## config.mk

```make
export PLATFORM = sky130hd
export DESIGN_NAME = usvg_fifo
export DESIGN_NICKNAME = d
export VERILOG_FILES = /design/src/hw/rtl/usvg_pkg.sv /design/src/hw/rtl/usvg_fifo.sv
export VERILOG_INCLUDE_DIRS = /design/src /design/src/hw/rtl
export SDC_FILE = /design/constraint.sdc
export NUM_CORES = 1
export LEC_CHECK = 0
export ABC_CLOCK_PERIOD_IN_PS = 8100
export BUFFER_PORTS_ARGS = -buffer_cell sky130_fd_sc_hd__buf_2
export CAP_MARGIN = 10
export CORE_MARGIN = 3
export CORE_UTILIZATION = 40
export DETAILED_ROUTE_END_ITERATION = 8
export SLEW_MARGIN = 20
export SYNTH_ARGS = -nofsm -noshare
export SYNTH_HDL_FRONTEND = slang
export SYNTH_SLANG_ARGS = --single-unit
```

## constraint.sdc

```tcl
create_clock -name clk -period 8.1 [get_ports clk]
set_input_delay 0.81 -clock clk [delete_from_list [all_inputs] [get_ports clk]]
set_output_delay 0.81 -clock clk [all_outputs]
set_load 0.005 [all_outputs]
```

## src/hw/rtl/uv_sphere_vertex_generator_macros.svh

```systemverilog
// Assertion macros shared by the vertex generator RTL.
// No dependencies; included by the modules that carry checks.
`ifndef UV_SPHERE_VERTEX_GENERATOR_MACROS_SVH
`define UV_SPHERE_VERTEX_GENERATOR_MACROS_SVH

// same-cycle implication, disabled in reset
`define USVG_ASSERT_IMPL(name, clk, rst, ante, cons, msg) \
  name: assert property (@(posedge clk) disable iff (rst) (ante) |-> (cons)) \
    else $error(msg);

// next-cycle implication, disabled in reset
`define USVG_ASSERT_NEXT(name, clk, rst, ante, cons, msg) \
  name: assert property (@(posedge clk) disable iff (rst) (ante) |=> (cons)) \
    else $error(msg);

`endif

```

## src/hw/rtl/usvg_pkg.sv

```systemverilog
// Types, constants and helpers for the UV sphere vertex generator.
// No dependencies; used by every RTL module of the block.
`default_nettype none

package usvg_pkg;

  // quotient pipeline geometry: 10-bit divisor (up to 2n), 30 quotient bits
  localparam int DVS_W = 10;
  localparam int QUO_W = 30;
  localparam int DVD_W = DVS_W + QUO_W;

  // back pipeline stage numbers
  localparam int SC_LAT  = 8;
  localparam int ST_DIV  = QUO_W;
  localparam int ST_SC   = ST_DIV + SC_LAT;
  localparam int BK_LAST = ST_SC + 3;

  // item queue between front and back
  localparam int FQ_DEPTH = 4;
  localparam int FQ_PTR_W = 2;
  localparam int FQ_CNT_W = 3;

  localparam logic [29:0] QPI_Q30       = 30'd843314857;  // pi/4
  localparam logic [29:0] INV_SQRT2_Q30 = 30'd759250125;
  localparam logic [30:0] Q30_ONE       = 31'h4000_0000;
  localparam logic [13:0] NORM_W_Q14    = 14'd11585;

  // exact reciprocal multipliers for 30-bit dividends: floor(v/d) = (v*M) >> S
  localparam int DIV42_S = 36;
  localparam int DIV56_S = 36;
  localparam int DIV20_S = 35;
  localparam int DIV30_S = 35;
  localparam int DIV6_S  = 33;
  localparam int DIV12_S = 34;
  localparam logic [30:0] DIV42_M = 31'(((64'd1 << DIV42_S) + 64'd41) / 64'd42);
  localparam logic [30:0] DIV56_M = 31'(((64'd1 << DIV56_S) + 64'd55) / 64'd56);
  localparam logic [30:0] DIV20_M = 31'(((64'd1 << DIV20_S) + 64'd19) / 64'd20);
  localparam logic [30:0] DIV30_M = 31'(((64'd1 << DIV30_S) + 64'd29) / 64'd30);
  localparam logic [30:0] DIV6_M  = 31'(((64'd1 << DIV6_S) + 64'd5) / 64'd6);
  localparam logic [30:0] DIV12_M = 31'(((64'd1 << DIV12_S) + 64'd11) / 64'd12);

  typedef struct packed {
    logic [2:0] oct;
    logic [9:0] rem;
  } oct_t;

  typedef struct packed {
    logic [8:0]  col;
    logic [8:0]  row;
    oct_t        th;
    oct_t        ph;
    logic        on_grid;
    logic        cell_valid;
    logic [16:0] vertex_index;
    logic [16:0] face_index;
  } fq_t;

  // octant of the angle a/(8q) turns, offset mirrored on odd octants
  function automatic oct_t oct_reduce(input logic [11:0] a, input logic [9:0] q);
    logic [13:0] r;
    logic [13:0] qs;
    logic [3:0]  o;
    oct_t        res;
    r = {2'b00, a};
    o = '0;
    for (int b = 3; b >= 0; b--) begin
      qs = {4'b0000, q} << b;
      if (r >= qs) begin
        r    = r - qs;
        o[b] = 1'b1;
      end
    end
    res.oct = o[2:0];
    res.rem = o[0] ? (q - r[9:0]) : r[9:0];
    return res;
  endfunction

  // Q30 product rounding, half up
  function automatic logic [30:0] rnd_q30(input logic [61:0] p);
    logic [62:0] t;
    t = {1'b0, p} + 63'(64'd1 << 29);
    return t[60:30];
  endfunction

endpackage

`default_nettype wire

```

## src/hw/rtl/usvg_fifo.sv

```systemverilog
// Short item queue between front and back stages.
// Depends on usvg_pkg and the assertion macro header.
`default_nettype none
`include "uv_sphere_vertex_generator_macros.svh"

module usvg_fifo (
  input  wire logic           clk,
  input  wire logic           rst,
  input  wire logic           push_valid,
  output logic                push_ready,
  input  wire usvg_pkg::fq_t  push_item,
  output logic                pop_valid,
  input  wire logic           pop_ready,
  output usvg_pkg::fq_t       pop_item
);

  usvg_pkg::fq_t                     slots [usvg_pkg::FQ_DEPTH];
  logic [usvg_pkg::FQ_PTR_W-1:0]     wr_ptr;
  logic [usvg_pkg::FQ_PTR_W-1:0]     rd_ptr;
  logic [usvg_pkg::FQ_CNT_W-1:0]     count;
  logic                              push;
  logic                              pop;

  assign push_ready = (count != usvg_pkg::FQ_CNT_W'(usvg_pkg::FQ_DEPTH));
  assign pop_valid  = (count != '0);
  assign pop_item   = slots[rd_ptr];
  assign push       = push_valid && push_ready;
  assign pop        = pop_valid && pop_ready;

  always_ff @(posedge clk) begin
    if (rst) begin
      wr_ptr <= '0;
      rd_ptr <= '0;
      count  <= '0;
    end else begin
      if (push) wr_ptr <= wr_ptr + 1'b1;
      if (pop)  rd_ptr <= rd_ptr + 1'b1;
      if (push && !pop) begin
        count <= count + 1'b1;
      end else if (pop && !push) begin
        count <= count - 1'b1;
      end
    end
  end

  always_ff @(posedge clk) begin
    if (push) begin
      slots[wr_ptr] <= push_item;
    end
  end

  `USVG_ASSERT_IMPL(a_fq_bound, clk, rst, 1'b1, count <= usvg_pkg::FQ_CNT_W'(usvg_pkg::FQ_DEPTH), "queue count beyond depth")
  `USVG_ASSERT_NEXT(a_fq_fill, clk, rst, push && !pop, count == $past(count) + 1'b1, "queue fill lost an item")
  `USVG_ASSERT_NEXT(a_fq_drain, clk, rst, pop && !push, count == $past(count) - 1'b1, "queue drain miscounted")

endmodule

`default_nettype wire

```

==> load_flow_metrics.sql <==
INSERT INTO impl_metrics (metric_group, metric, value, unit) VALUES
('min_path', 'hold_path_end', 'slots[2][42]', ''),
('timing', 'layout_setup_ws', '4270', 'ps'),
('timing', 'finalClockSkew', '14.7', 'ps'),
('clock_tree', 'cts_inserted_buffers', '36', ''),
('global_route', 'grt_pass1_vias', '6033', ''),
('placement', 'place_hpwl', '13200', 'um'),
('global_route', 'total_global_route_track_usage', '0.140', ''),
('power_and_ir_drop', 'power.total', '4620', 'uW'),
('clock_tree', 'clkLatencyLatePin', '500', 'ps'),
('placement', 'dpl_worst_slack', '4660', 'ps'),
('timing', 'slew_viol_final', '0', ''),
('timing', 'relative_slew_slack', '0.360', ''),
('route', 'routed_wl', '22100', 'um'),
('floorplan', 'rows', '63', ''),
('synthesis', 'synth-edff-count', '320', ''),
('setup_path', 'worstSetupStartpointType', 'register', ''),
('clock_tree', 'clk_pin_slew_worst_paths', '60', 'ps'),
('placement', 'finalWeightedCongestion', '0.731', ''),
('synthesis', 'synth.avg_cell_area', '25.9', 'sq um'),
('clock_tree', 'root_buffer', 'sky130_fd_sc_hd__clkbuf_16', ''),
('synthesis', 'yosys-top-cells-count', 'sky130_fd_sc_hd__edfxtp_1, sky130_fd_sc_hd__mux4_2, sky130_fd_sc_hd__dfxtp_1', ''),
('synthesis', 'ys_ff_latch', '329', ''),
('power_and_ir_drop', 'vdd_drop_max', '0.203', 'mV'),
('synthesis', 'synth_cell_type_count', '24', ''),
('clock_tree', 'cts_repair_resize_count', '0', ''),
('synthesis', 'combinational_family_with_the_most_area_after_synthesis', 'multiplexers', ''),
('route', 'detailedRoute.firstIterationViolations', '384', ''),
('timing', 'worst_slew_pin_slew', '961', 'ps'),
('timing', 'post-route-period-util', '0.472', ''),
('setup_path', 'worstSetupPathType', 'reg -> out', ''),
('setup_path', 'critical_path_required', '7290', 'ps'),
('run_status', 'run_status', 'complete, no violations', ''),
('min_path', 'hold_path_startpoint', 'push_item[42]', ''),
('route', 'via_count', '5430', ''),
('clock_tree', 'post-cts-setup-buffers', '0', ''),
('placement', 'numPortBuffers', '165', ''),
('synthesis', 'synth_area', '12100', 'sq um'),
('setup_path', 'critPathCaptureType', 'primary output', ''),
('synthesis', 'share_of_synthesized_flip_flops_with_an_asynchronous_set_or_reset', '0', ''),
('synthesis', 'netlist.area_leader.share', '0.795', ''),
('timing', 'whs', '521', 'ps'),
('cells_and_area', 'final_layout_size_suffix_gt1_frac', '0.462', ''),
('route', 'drc_errors', '0', ''),
('min_path', 'worstHoldPathCells', '1', ''),
('synthesis', 'synth_top_cell_by_area', 'sky130_fd_sc_hd__edfxtp_1', ''),
('power_and_ir_drop', 'power.density', '321', 'nW/um^2'),
('synthesis', 'mappedNetlistNets', '556', ''),
('synthesis', 'synth-compound-area-share', '0.00310', ''),
('floorplan', 'floorplan.initialDensity', '0.407', ''),
('job', 'max-cap-violations', '0', ''),
('setup_path', 'path_max_fanout', '48', ''),
('floorplan', 'dieArea', '32400', 'sq um'),
('cells_and_area', 'n_antenna_cell', '0', ''),
('floorplan', 'coreArea', '29700', 'sq um'),
('setup_path', 'rr_endpoint', 'slots[1][41]', ''),
('route', 'route.detailed.vias_per_inst', '5.07', ''),
('global_route', 'grt_pass1_wl', '35100', 'um'),
('timing', 'layout_min_cycle_time', '3830', 'ps'),
('synthesis', 'post_synth_mux_area_share', '0.152', ''),
('global_route', 'globalRoute.totalOverflow', '0', ''),
('setup_path', 'cp_data_arrival_time', '3020', 'ps'),
('synthesis', 'post-synth-top-count-cell', 'sky130_fd_sc_hd__edfxtp_1', ''),
('synthesis', 'synth_flop_cell', 'sky130_fd_sc_hd__edfxtp_1', ''),
('cells_and_area', 'layout-area-overhead-vs-synth', '19.3', '%'),
('clock_tree', 'cts.sink_count', '329', ''),
('synthesis', 'synth_warnings', '0', ''),
('floorplan', 'chipHeight', '180', 'um'),
('route', 'drt-pass1-iter-count', '4', ''),
('clock_tree', 'clock_path_buffers', '3', ''),
('synthesis', 'cells_after_synthesis', '466', ''),
('timing', 'finalSetupTns', '0', 'ps');
[how the worst max path moves through the flow]
stage,to,depth (start not counted)
final,pop_item[74],3
after global routing,pop_item[16],3
after CTS,pop_item[16],3
after detailed placement,pop_item[16],3
after global placement,pop_item[16],3
after floorplan,slots[0][0],2
[per-stage QoR]
step           cell area (sq um)  cells  utilization
6_report                   14400   1072        0.485
5_1_grt                    14400   1072        0.485
4_1_cts                    14400   1072        0.485
3_5_place_dp               13200   1008        0.446
3_3_place_gp               13200   1008        0.446
2_1_floorplan              12100    466            -
[cell usage in the layout, fill, tap and decap left out, drive strengths merged, types with 2 or more instances in the layout]
cell	Yosys	routed
dfxtp	9	9
buf	18	171
edfxtp	320	320
and2	4	4
mux4	80	80
inv	3	3
clkbuf	1	42
clkinvlp	0	3
mux2i	2	2
clkinv	0	15
nor2	8	8
ha	5	5
bufinv	0	4
xor2	4	4
or3	2	2
nand2b	2	2
[critical path, delay by kind of cell (launching register included)]
family / cells / cell delay [ps]
flip-flops: 1 / 810
multiplexers: 1 / 640
buffers and inverters: 2 / 1010
[area by class of cell]
cell class                 instances  area (sq um)
clock buffer                      42           955
inverter                           3          11.3
fill                            2414         15300
timing repair buffer             171           871
multi-input combinational        115          2080
clock inverter                    22           216
sequential                       329          9800
tap                              390           488
[power by group]
| group | internal (uW) | switching (uW) |
|---|---|---|
| sequential | 2070 | 97.6 |
| combinational | 469 | 406 |
| clock | 971 | 610 |
| total | 3510 | 1110 |
[per-layer routing]
metal  wire [um]  GRT usage  vias up
met3        1320     0.0366       45
li1            -          -     2384
met5          21          0        -
met2       11200      0.236      171
met4         485     0.0402        4
met1        9080      0.180     2826
[registers in the layout, indices dropped and copies added, names as in the netlist, named ones only]
name and flops:
count 3, rd_ptr 2, slots 320, wr_ptr 2
[cells by family (layout without fill, tap and decap cells)]
group / Yosys count / after routing
adders and majority gates: 6 / 6
AOI/OAI and AO/OA: 5 / 5
DFF: 329 / 329
muxes: 83 / 83
and+or+nand+nor: 17 / 17
buffers and inverters: 22 / 238
xor gates and xnor gates: 4 / 4
Power figures use the tool's default switching activity.
