===== config.mk =====
export PLATFORM = sky130hd
export DESIGN_NAME = usvg_front
export DESIGN_NICKNAME = d
export VERILOG_FILES = /design/src/hw/rtl/uv_sphere_vertex_generator_macros.svh /design/src/hw/rtl/usvg_pkg.sv /design/src/hw/rtl/usvg_front.sv
export SDC_FILE = /design/constraint.sdc
export NUM_CORES = 1
export LEC_CHECK = 0
export ABC_AREA = 1
export BUFFER_PORTS_ARGS = -buffer_cell sky130_fd_sc_hd__buf_2
export CAP_MARGIN = 20
export CORE_ASPECT_RATIO = 1.75
export CORE_UTILIZATION = 60
export DETAILED_ROUTE_END_ITERATION = 8
export GPL_TIMING_DRIVEN = 1
export PLACE_DENSITY = 0.83
export SLEW_MARGIN = 20
export SYNTH_ARGS = -nofsm -noshare
export SYNTH_HDL_FRONTEND = slang
export SYNTH_SLANG_ARGS = --single-unit

===== constraint.sdc =====
create_clock -name clk -period 13.9 [get_ports clk]
set_input_delay 2.78 -clock clk [delete_from_list [all_inputs] [get_ports clk]]
set_output_delay 2.78 -clock clk [all_outputs]
set_load 0.01 [all_outputs]

===== src/hw/rtl/uv_sphere_vertex_generator_macros.svh =====
// Assertion macros shared by the vertex generator RTL.
// No dependencies; included by the modules that carry checks.
`ifndef UV_SPHERE_VERTEX_GENERATOR_MACROS_SVH
`define UV_SPHERE_VERTEX_GENERATOR_MACROS_SVH

// same-cycle implication, disabled in reset
`define USVG_ASSERT_IMPL(name, clk, rst, ante, cons, msg) \
  name: assert property (@(posedge clk) disable iff (rst) (ante) |-> (cons)) \
    else $error(msg);

// next-cycle implication, disabled in reset
`define USVG_ASSERT_NEXT(name, clk, rst, ante, cons, msg) \
  name: assert property (@(posedge clk) disable iff (rst) (ante) |=> (cons)) \
    else $error(msg);

`endif


===== src/hw/rtl/usvg_pkg.sv =====
// Types, constants and helpers for the UV sphere vertex generator.
// No dependencies; used by every RTL module of the block.
`default_nettype none

package usvg_pkg;

  // quotient pipeline geometry: 10-bit divisor (up to 2n), 30 quotient bits
  localparam int DVS_W = 10;
  localparam int QUO_W = 30;
  localparam int DVD_W = DVS_W + QUO_W;

  // back pipeline stage numbers
  localparam int SC_LAT  = 8;
  localparam int ST_DIV  = QUO_W;
  localparam int ST_SC   = ST_DIV + SC_LAT;
  localparam int BK_LAST = ST_SC + 3;

  // item queue between front and back
  localparam int FQ_DEPTH = 4;
  localparam int FQ_PTR_W = 2;
  localparam int FQ_CNT_W = 3;

  localparam logic [29:0] QPI_Q30       = 30'd843314857;  // pi/4
  localparam logic [29:0] INV_SQRT2_Q30 = 30'd759250125;
  localparam logic [30:0] Q30_ONE       = 31'h4000_0000;
  localparam logic [13:0] NORM_W_Q14    = 14'd11585;

  // exact reciprocal multipliers for 30-bit dividends: floor(v/d) = (v*M) >> S
  localparam int DIV42_S = 36;
  localparam int DIV56_S = 36;
  localparam int DIV20_S = 35;
  localparam int DIV30_S = 35;
  localparam int DIV6_S  = 33;
  localparam int DIV12_S = 34;
  localparam logic [30:0] DIV42_M = 31'(((64'd1 << DIV42_S) + 64'd41) / 64'd42);
  localparam logic [30:0] DIV56_M = 31'(((64'd1 << DIV56_S) + 64'd55) / 64'd56);
  localparam logic [30:0] DIV20_M = 31'(((64'd1 << DIV20_S) + 64'd19) / 64'd20);
  localparam logic [30:0] DIV30_M = 31'(((64'd1 << DIV30_S) + 64'd29) / 64'd30);
  localparam logic [30:0] DIV6_M  = 31'(((64'd1 << DIV6_S) + 64'd5) / 64'd6);
  localparam logic [30:0] DIV12_M = 31'(((64'd1 << DIV12_S) + 64'd11) / 64'd12);

  typedef struct packed {
    logic [2:0] oct;
    logic [9:0] rem;
  } oct_t;

  typedef struct packed {
    logic [8:0]  col;
    logic [8:0]  row;
    oct_t        th;
    oct_t        ph;
    logic        on_grid;
    logic        cell_valid;
    logic [16:0] vertex_index;
    logic [16:0] face_index;
  } fq_t;

  // octant of the angle a/(8q) turns, offset mirrored on odd octants
  function automatic oct_t oct_reduce(input logic [11:0] a, input logic [9:0] q);
    logic [13:0] r;
    logic [13:0] qs;
    logic [3:0]  o;
    oct_t        res;
    r = {2'b00, a};
    o = '0;
    for (int b = 3; b >= 0; b--) begin
      qs = {4'b0000, q} << b;
      if (r >= qs) begin
        r    = r - qs;
        o[b] = 1'b1;
      end
    end
    res.oct = o[2:0];
    res.rem = o[0] ? (q - r[9:0]) : r[9:0];
    return res;
  endfunction

  // Q30 product rounding, half up
  function automatic logic [30:0] rnd_q30(input logic [61:0] p);
    logic [62:0] t;
    t = {1'b0, p} + 63'(64'd1 << 29);
    return t[60:30];
  endfunction

endpackage

`default_nettype wire


===== src/hw/rtl/usvg_front.sv =====
// Front stage: takes a grid point, classifies it and reduces both angles
// to an octant. Depends on usvg_pkg.
`default_nettype none

module usvg_front (
  input  wire logic           clk,
  input  wire logic           rst,
  input  wire logic [8:0]     n,
  input  wire logic           in_valid,
  output logic                in_ready,
  input  wire logic [8:0]     col,
  input  wire logic [8:0]     row,
  output logic                out_valid,
  input  wire logic           out_ready,
  output usvg_pkg::fq_t       out_item
);

  logic          held;
  usvg_pkg::fq_t item;
  usvg_pkg::fq_t item_next;

  logic [8:0]  p_phi;
  logic [18:0] vtx;
  logic [18:0] fc;

  assign in_ready  = !held || out_ready;
  assign out_valid = held;
  assign out_item  = item;

  always_comb begin
    p_phi = n - row;
    vtx   = 19'({1'b0, n} + 10'd1) * 19'(row) + 19'(col);
    fc    = 19'(n) * 19'(row) + 19'(col);
    item_next.col          = col;
    item_next.row          = row;
    item_next.th           = usvg_pkg::oct_reduce({col, 3'b000}, {1'b0, n});
    item_next.ph           = usvg_pkg::oct_reduce({p_phi, 3'b000}, {n, 1'b0});
    item_next.on_grid      = (col <= n) && (row <= n);
    item_next.cell_valid   = (col < n) && (row < n);
    item_next.vertex_index = item_next.on_grid ? vtx[16:0] : 17'd0;
    item_next.face_index   = item_next.cell_valid ? {fc[15:0], 1'b0} : 17'd0;
  end

  always_ff @(posedge clk) begin
    if (rst) begin
      held <= 1'b0;
    end else if (in_ready) begin
      held <= in_valid;
    end
  end

  always_ff @(posedge clk) begin
    if (in_valid && in_ready) begin
      item <= item_next;
    end
  end

endmodule

`default_nettype wire


==> flow_results.org <==
** Yosys
- Post-synthesis sequential element count :: 79
- After synthesis, the share of flip-flops with an asynchronous set or reset is 0%.
- Synthesis produced a netlist whose cell count is 1867.
- Summing the sequential cell areas from Yosys gives 16.8% of the chip area.
- Yosys mapped a number of flops with a built-in enable equal to 78.
- sky130_fd_sc_hd__fa_1 takes more of the synthesized area than any other cell.
- In the synthesized netlist the dominant register cell turns out to be sky130_fd_sc_hd__edfxtp_1.
- Post-synthesis cell area :: 14100 um2
- Post-synth cell types :: 51
- Post-Synthesis Mean Instance Area :: 7.53 um2
- Area fraction of the dominant cell type after synthesis :: 17.5%
- Dominant cells by area after synthesis :: sky130_fd_sc_hd__fa_1 (18%), sky130_fd_sc_hd__ha_1 (17%), sky130_fd_sc_hd__edfxtp_1 (17%)
- For this run, the number of Yosys warnings is 0.

** Final layout
- Cells with a size suffix above 1 make up 11.1% of the layout.
- The number of antenna diodes in the final layout is 0.
- At the end of the flow, the number of nets in the layout was 2312.
- Commonest cells after routing, fill and taps aside :: sky130_fd_sc_hd__nand2_1 (448), sky130_fd_sc_hd__inv_1 (344), sky130_fd_sc_hd__ha_1 (188)
- Final core utilization :: 66.8%
- Layout overhead on the synthesized area :: 8.64%
- The library cell used most frequently in the layout, excluding fill and tap cells, is sky130_fd_sc_hd__nand2_1.

** STA
- For the pin with the worst max-slew slack, the measured transition is 1.03 ns.
- Setup repair after global routing left no endpoint under its margin.
- Measured against its own limit, the worst slew margin works out to 31.3%.
- Slew Limit Fails :: 0
- Setup TNS :: 0 ns
- Peak clock frequency supported by timing :: 0.0774 GHz
- Counting I/O delays and the setup requirement, the final critical path takes 12.92 ns.
- Setup violations remaining at the end of the flow were counted as 0.
- Of the available clock period, the critical path in the final layout requires 93.0%.
- On the final layout, the worst clock skew is 0.00934 ns.
- The count of final hold-check violations is 0.
- Hold is met by 0.545 ns.

** Worst setup path
- In this design, the stage delay of the slowest critical-path cell is 0.46 ns.
- Type of element capturing the critical path :: register
- Standard cell with the maximum stage delay on the critical path :: sky130_fd_sc_hd__fa_1
- Critical Setup Path Class :: input port to register
- Counting both buffers and inverters, the worst setup path holds a total of 9.
- Data arrival time of the worst path :: 13.07 ns
- Biggest fanout along the worst timing path :: 25
- The kind of cell with the highest combined delay along the critical path is simple AND/OR/NAND/NOR gates.
- STA classifies the critical path startpoint as an input port.
- At the worst endpoint, the required time is 14.04 ns.
- In this design, the critical path's most frequently occurring cell is sky130_fd_sc_hd__nand2_1.

** Routing
- For this block, the initial DRC count from the detailed router was 670.
- Detailed routing inserted a total of 12.7k vias.
- After detailed routing, the average wire length per cell comes to 16.6 um.
- Wires add up to 37700 um.
- Average via count per standard cell :: 5.57
- After detailed routing, the number of remaining DRC violations is 0.
- The first TritonRoute pass finished after 6 iterations.
- Antenna viol nets, final :: 0

** Placed design
- At the end of routability-driven placement, the weighted congestion stood at 0.991.
- DP HPWL :: 30300 um
- IO buf count :: 110

** Pwr
- Power per cell area :: 267 nW/um2
- Worst vdd ir :: 183 uV
- Leakage power summed over all cells :: 8.36 nW

** Min path
- Path type of the worst min-delay path :: register to register

** Clocking
- In this run the deepest clock path goes through 2 buffers.
- Number of buffers inserted by hold repair at cts :: 0
- Clock tree synthesis selected as its root buffer the cell sky130_fd_sc_hd__clkbuf_16.
- CTS saw 79 sinks.
- The clock tree synthesis step divided the H-tree into 3 levels.
- TritonCTS clock tree :: done
- Clock slew at the register clock pins of the worst setup and hold paths :: 0.07 ns
- Latest clock arrival within the worst-skew pair :: 0.38 ns
- Clock buffer count from CTS :: 9

** Die
- In this run the vertical extent of the chip is 204 um.
- Core area :: 22800 um2
- Site row count :: 73
- Top-level port count :: 113
- The die covers 24100 um2.
- The floorplan step set the die width to 118 um.
- For this configuration, the core starts out at a cell density of 61.5%.

** Run
- Count of maximum capacitance violations :: 0

** Global route
- Total global routing track utilization :: 32.9%
- The via count of the first global-routing pass came to 13.3k.
- The first global-routing pass estimated 61400 um of wire.
- After global routing the overflow that remains totals 0.
- Entering global routing, the biggest net connects 78 pins.
- Number of antenna violations at the first check in global routing :: 0

** Status
- Run status :: finished clean
## worst min-delay path, stage by stage, from the launching register on
cell                      delay, ns
sky130_fd_sc_hd__dfxtp_1       0.35
sky130_fd_sc_hd__nand2_1       0.10
sky130_fd_sc_hd__a21oi_1       0.06
## layer usage
layer | share of wire (%) | wire length (um) | GRT usage, % | vias to the layer above
li1 | - | - | - | 6105
met1 | 33 | 12500 | 29.8 | 5943
met2 | 54 | 20300 | 62.8 | 434
met3 | 4.5 | 1690 | 5.16 | 192
met4 | 8.5 | 3210 | 28.7 | 0
met5 | 0 | 0 | 0 | -
## registers in the layout (all words and copies together) (netlist names)
register   flops
out_item      78
out_valid      1
## cell usage after synthesis (all sizes together), types with 3 or more instances
master / number
a21o: 4
o31ai: 4
ha: 188
a21oi: 102
nor3: 14
nand4: 21
xnor2: 30
o21bai: 3
xor2: 58
clkbuf: 28
nor4: 3
nand2: 465
nand3b: 5
buf: 14
nor2: 158
fa: 123
o211ai: 4
nand3: 78
inv: 356
edfxtp: 78
a31oi: 7
o21ai: 100
or2: 11
## kinds of logic (layout without fill, tap and decap cells)
| family | after synthesis | count (layout) | synth area share [%] |
|---|---|---|---|
| and+or+nand+nor | 758 | 758 | 23.3 |
| xor gates and xnor gates | 88 | 88 | 5.49 |
| adders and majority gates | 311 | 311 | 34.3 |
| AOI/OAI and AO/OA | 230 | 230 | 9.01 |
| other | 2 | 6 | 0.0534 |
| buffers and inverters | 399 | 503 | 11.1 |
| DFF | 79 | 79 | 16.8 |
## final timing paths
check                                            start                endpoint  slack [ns]  depth (start not counted)
worst max register to register  out_valid$_SDFFE_PP0N_  out_item[34]$_DFFE_PP_       12.16                          2
worst max-delay path                              n[0]  out_item[57]$_DFFE_PP_        0.98                         66
worst min-delay path            out_valid$_SDFFE_PP0N_  out_valid$_SDFFE_PP0N_        0.54                          2
worst min register to register  out_valid$_SDFFE_PP0N_  out_valid$_SDFFE_PP0N_        0.54                          2
## per-stage QoR
step	total power, mW	cell area, um2	instances	worst slack (ns)
after floorplan	3.11	14100	1871	2.05
after global placement	3.65	14900	2255	0.806
after detailed placement	3.77	14900	2255	0.624
after CTS	4.05	15200	2271	1.03
after global routing	4.56	15300	2275	0.0311
final	4.07	15300	2275	0.978
## layout make-up
| class | count | area, um2 |
|---|---|---|
| multi-input combinational | 1393 | 10200 |
| fill | 1973 | 7570 |
| sequential | 79 | 2360 |
| inverter | 357 | 1350 |
| timing repair buffer | 130 | 703 |
| tap | 300 | 375 |
| clock buffer | 9 | 225 |
| clock inverter | 7 | 91.3 |
## report_power, final
part,total [mW],switching [mW],internal [mW]
clock network,0.262,0.119,0.143
logic,3.38,2.09,1.29
registers,0.432,0.0137,0.418
total,4.07,2.22,1.85
## what timing repair did
| item | CTS | global route |
|---|---|---|
| endpoints found under the setup margin | 0 | 2 |
| setup buffers | 0 | 4 |
| resized for setup | 0 | 2 |
No activity file was read; power rests on OpenSTA's default activity.
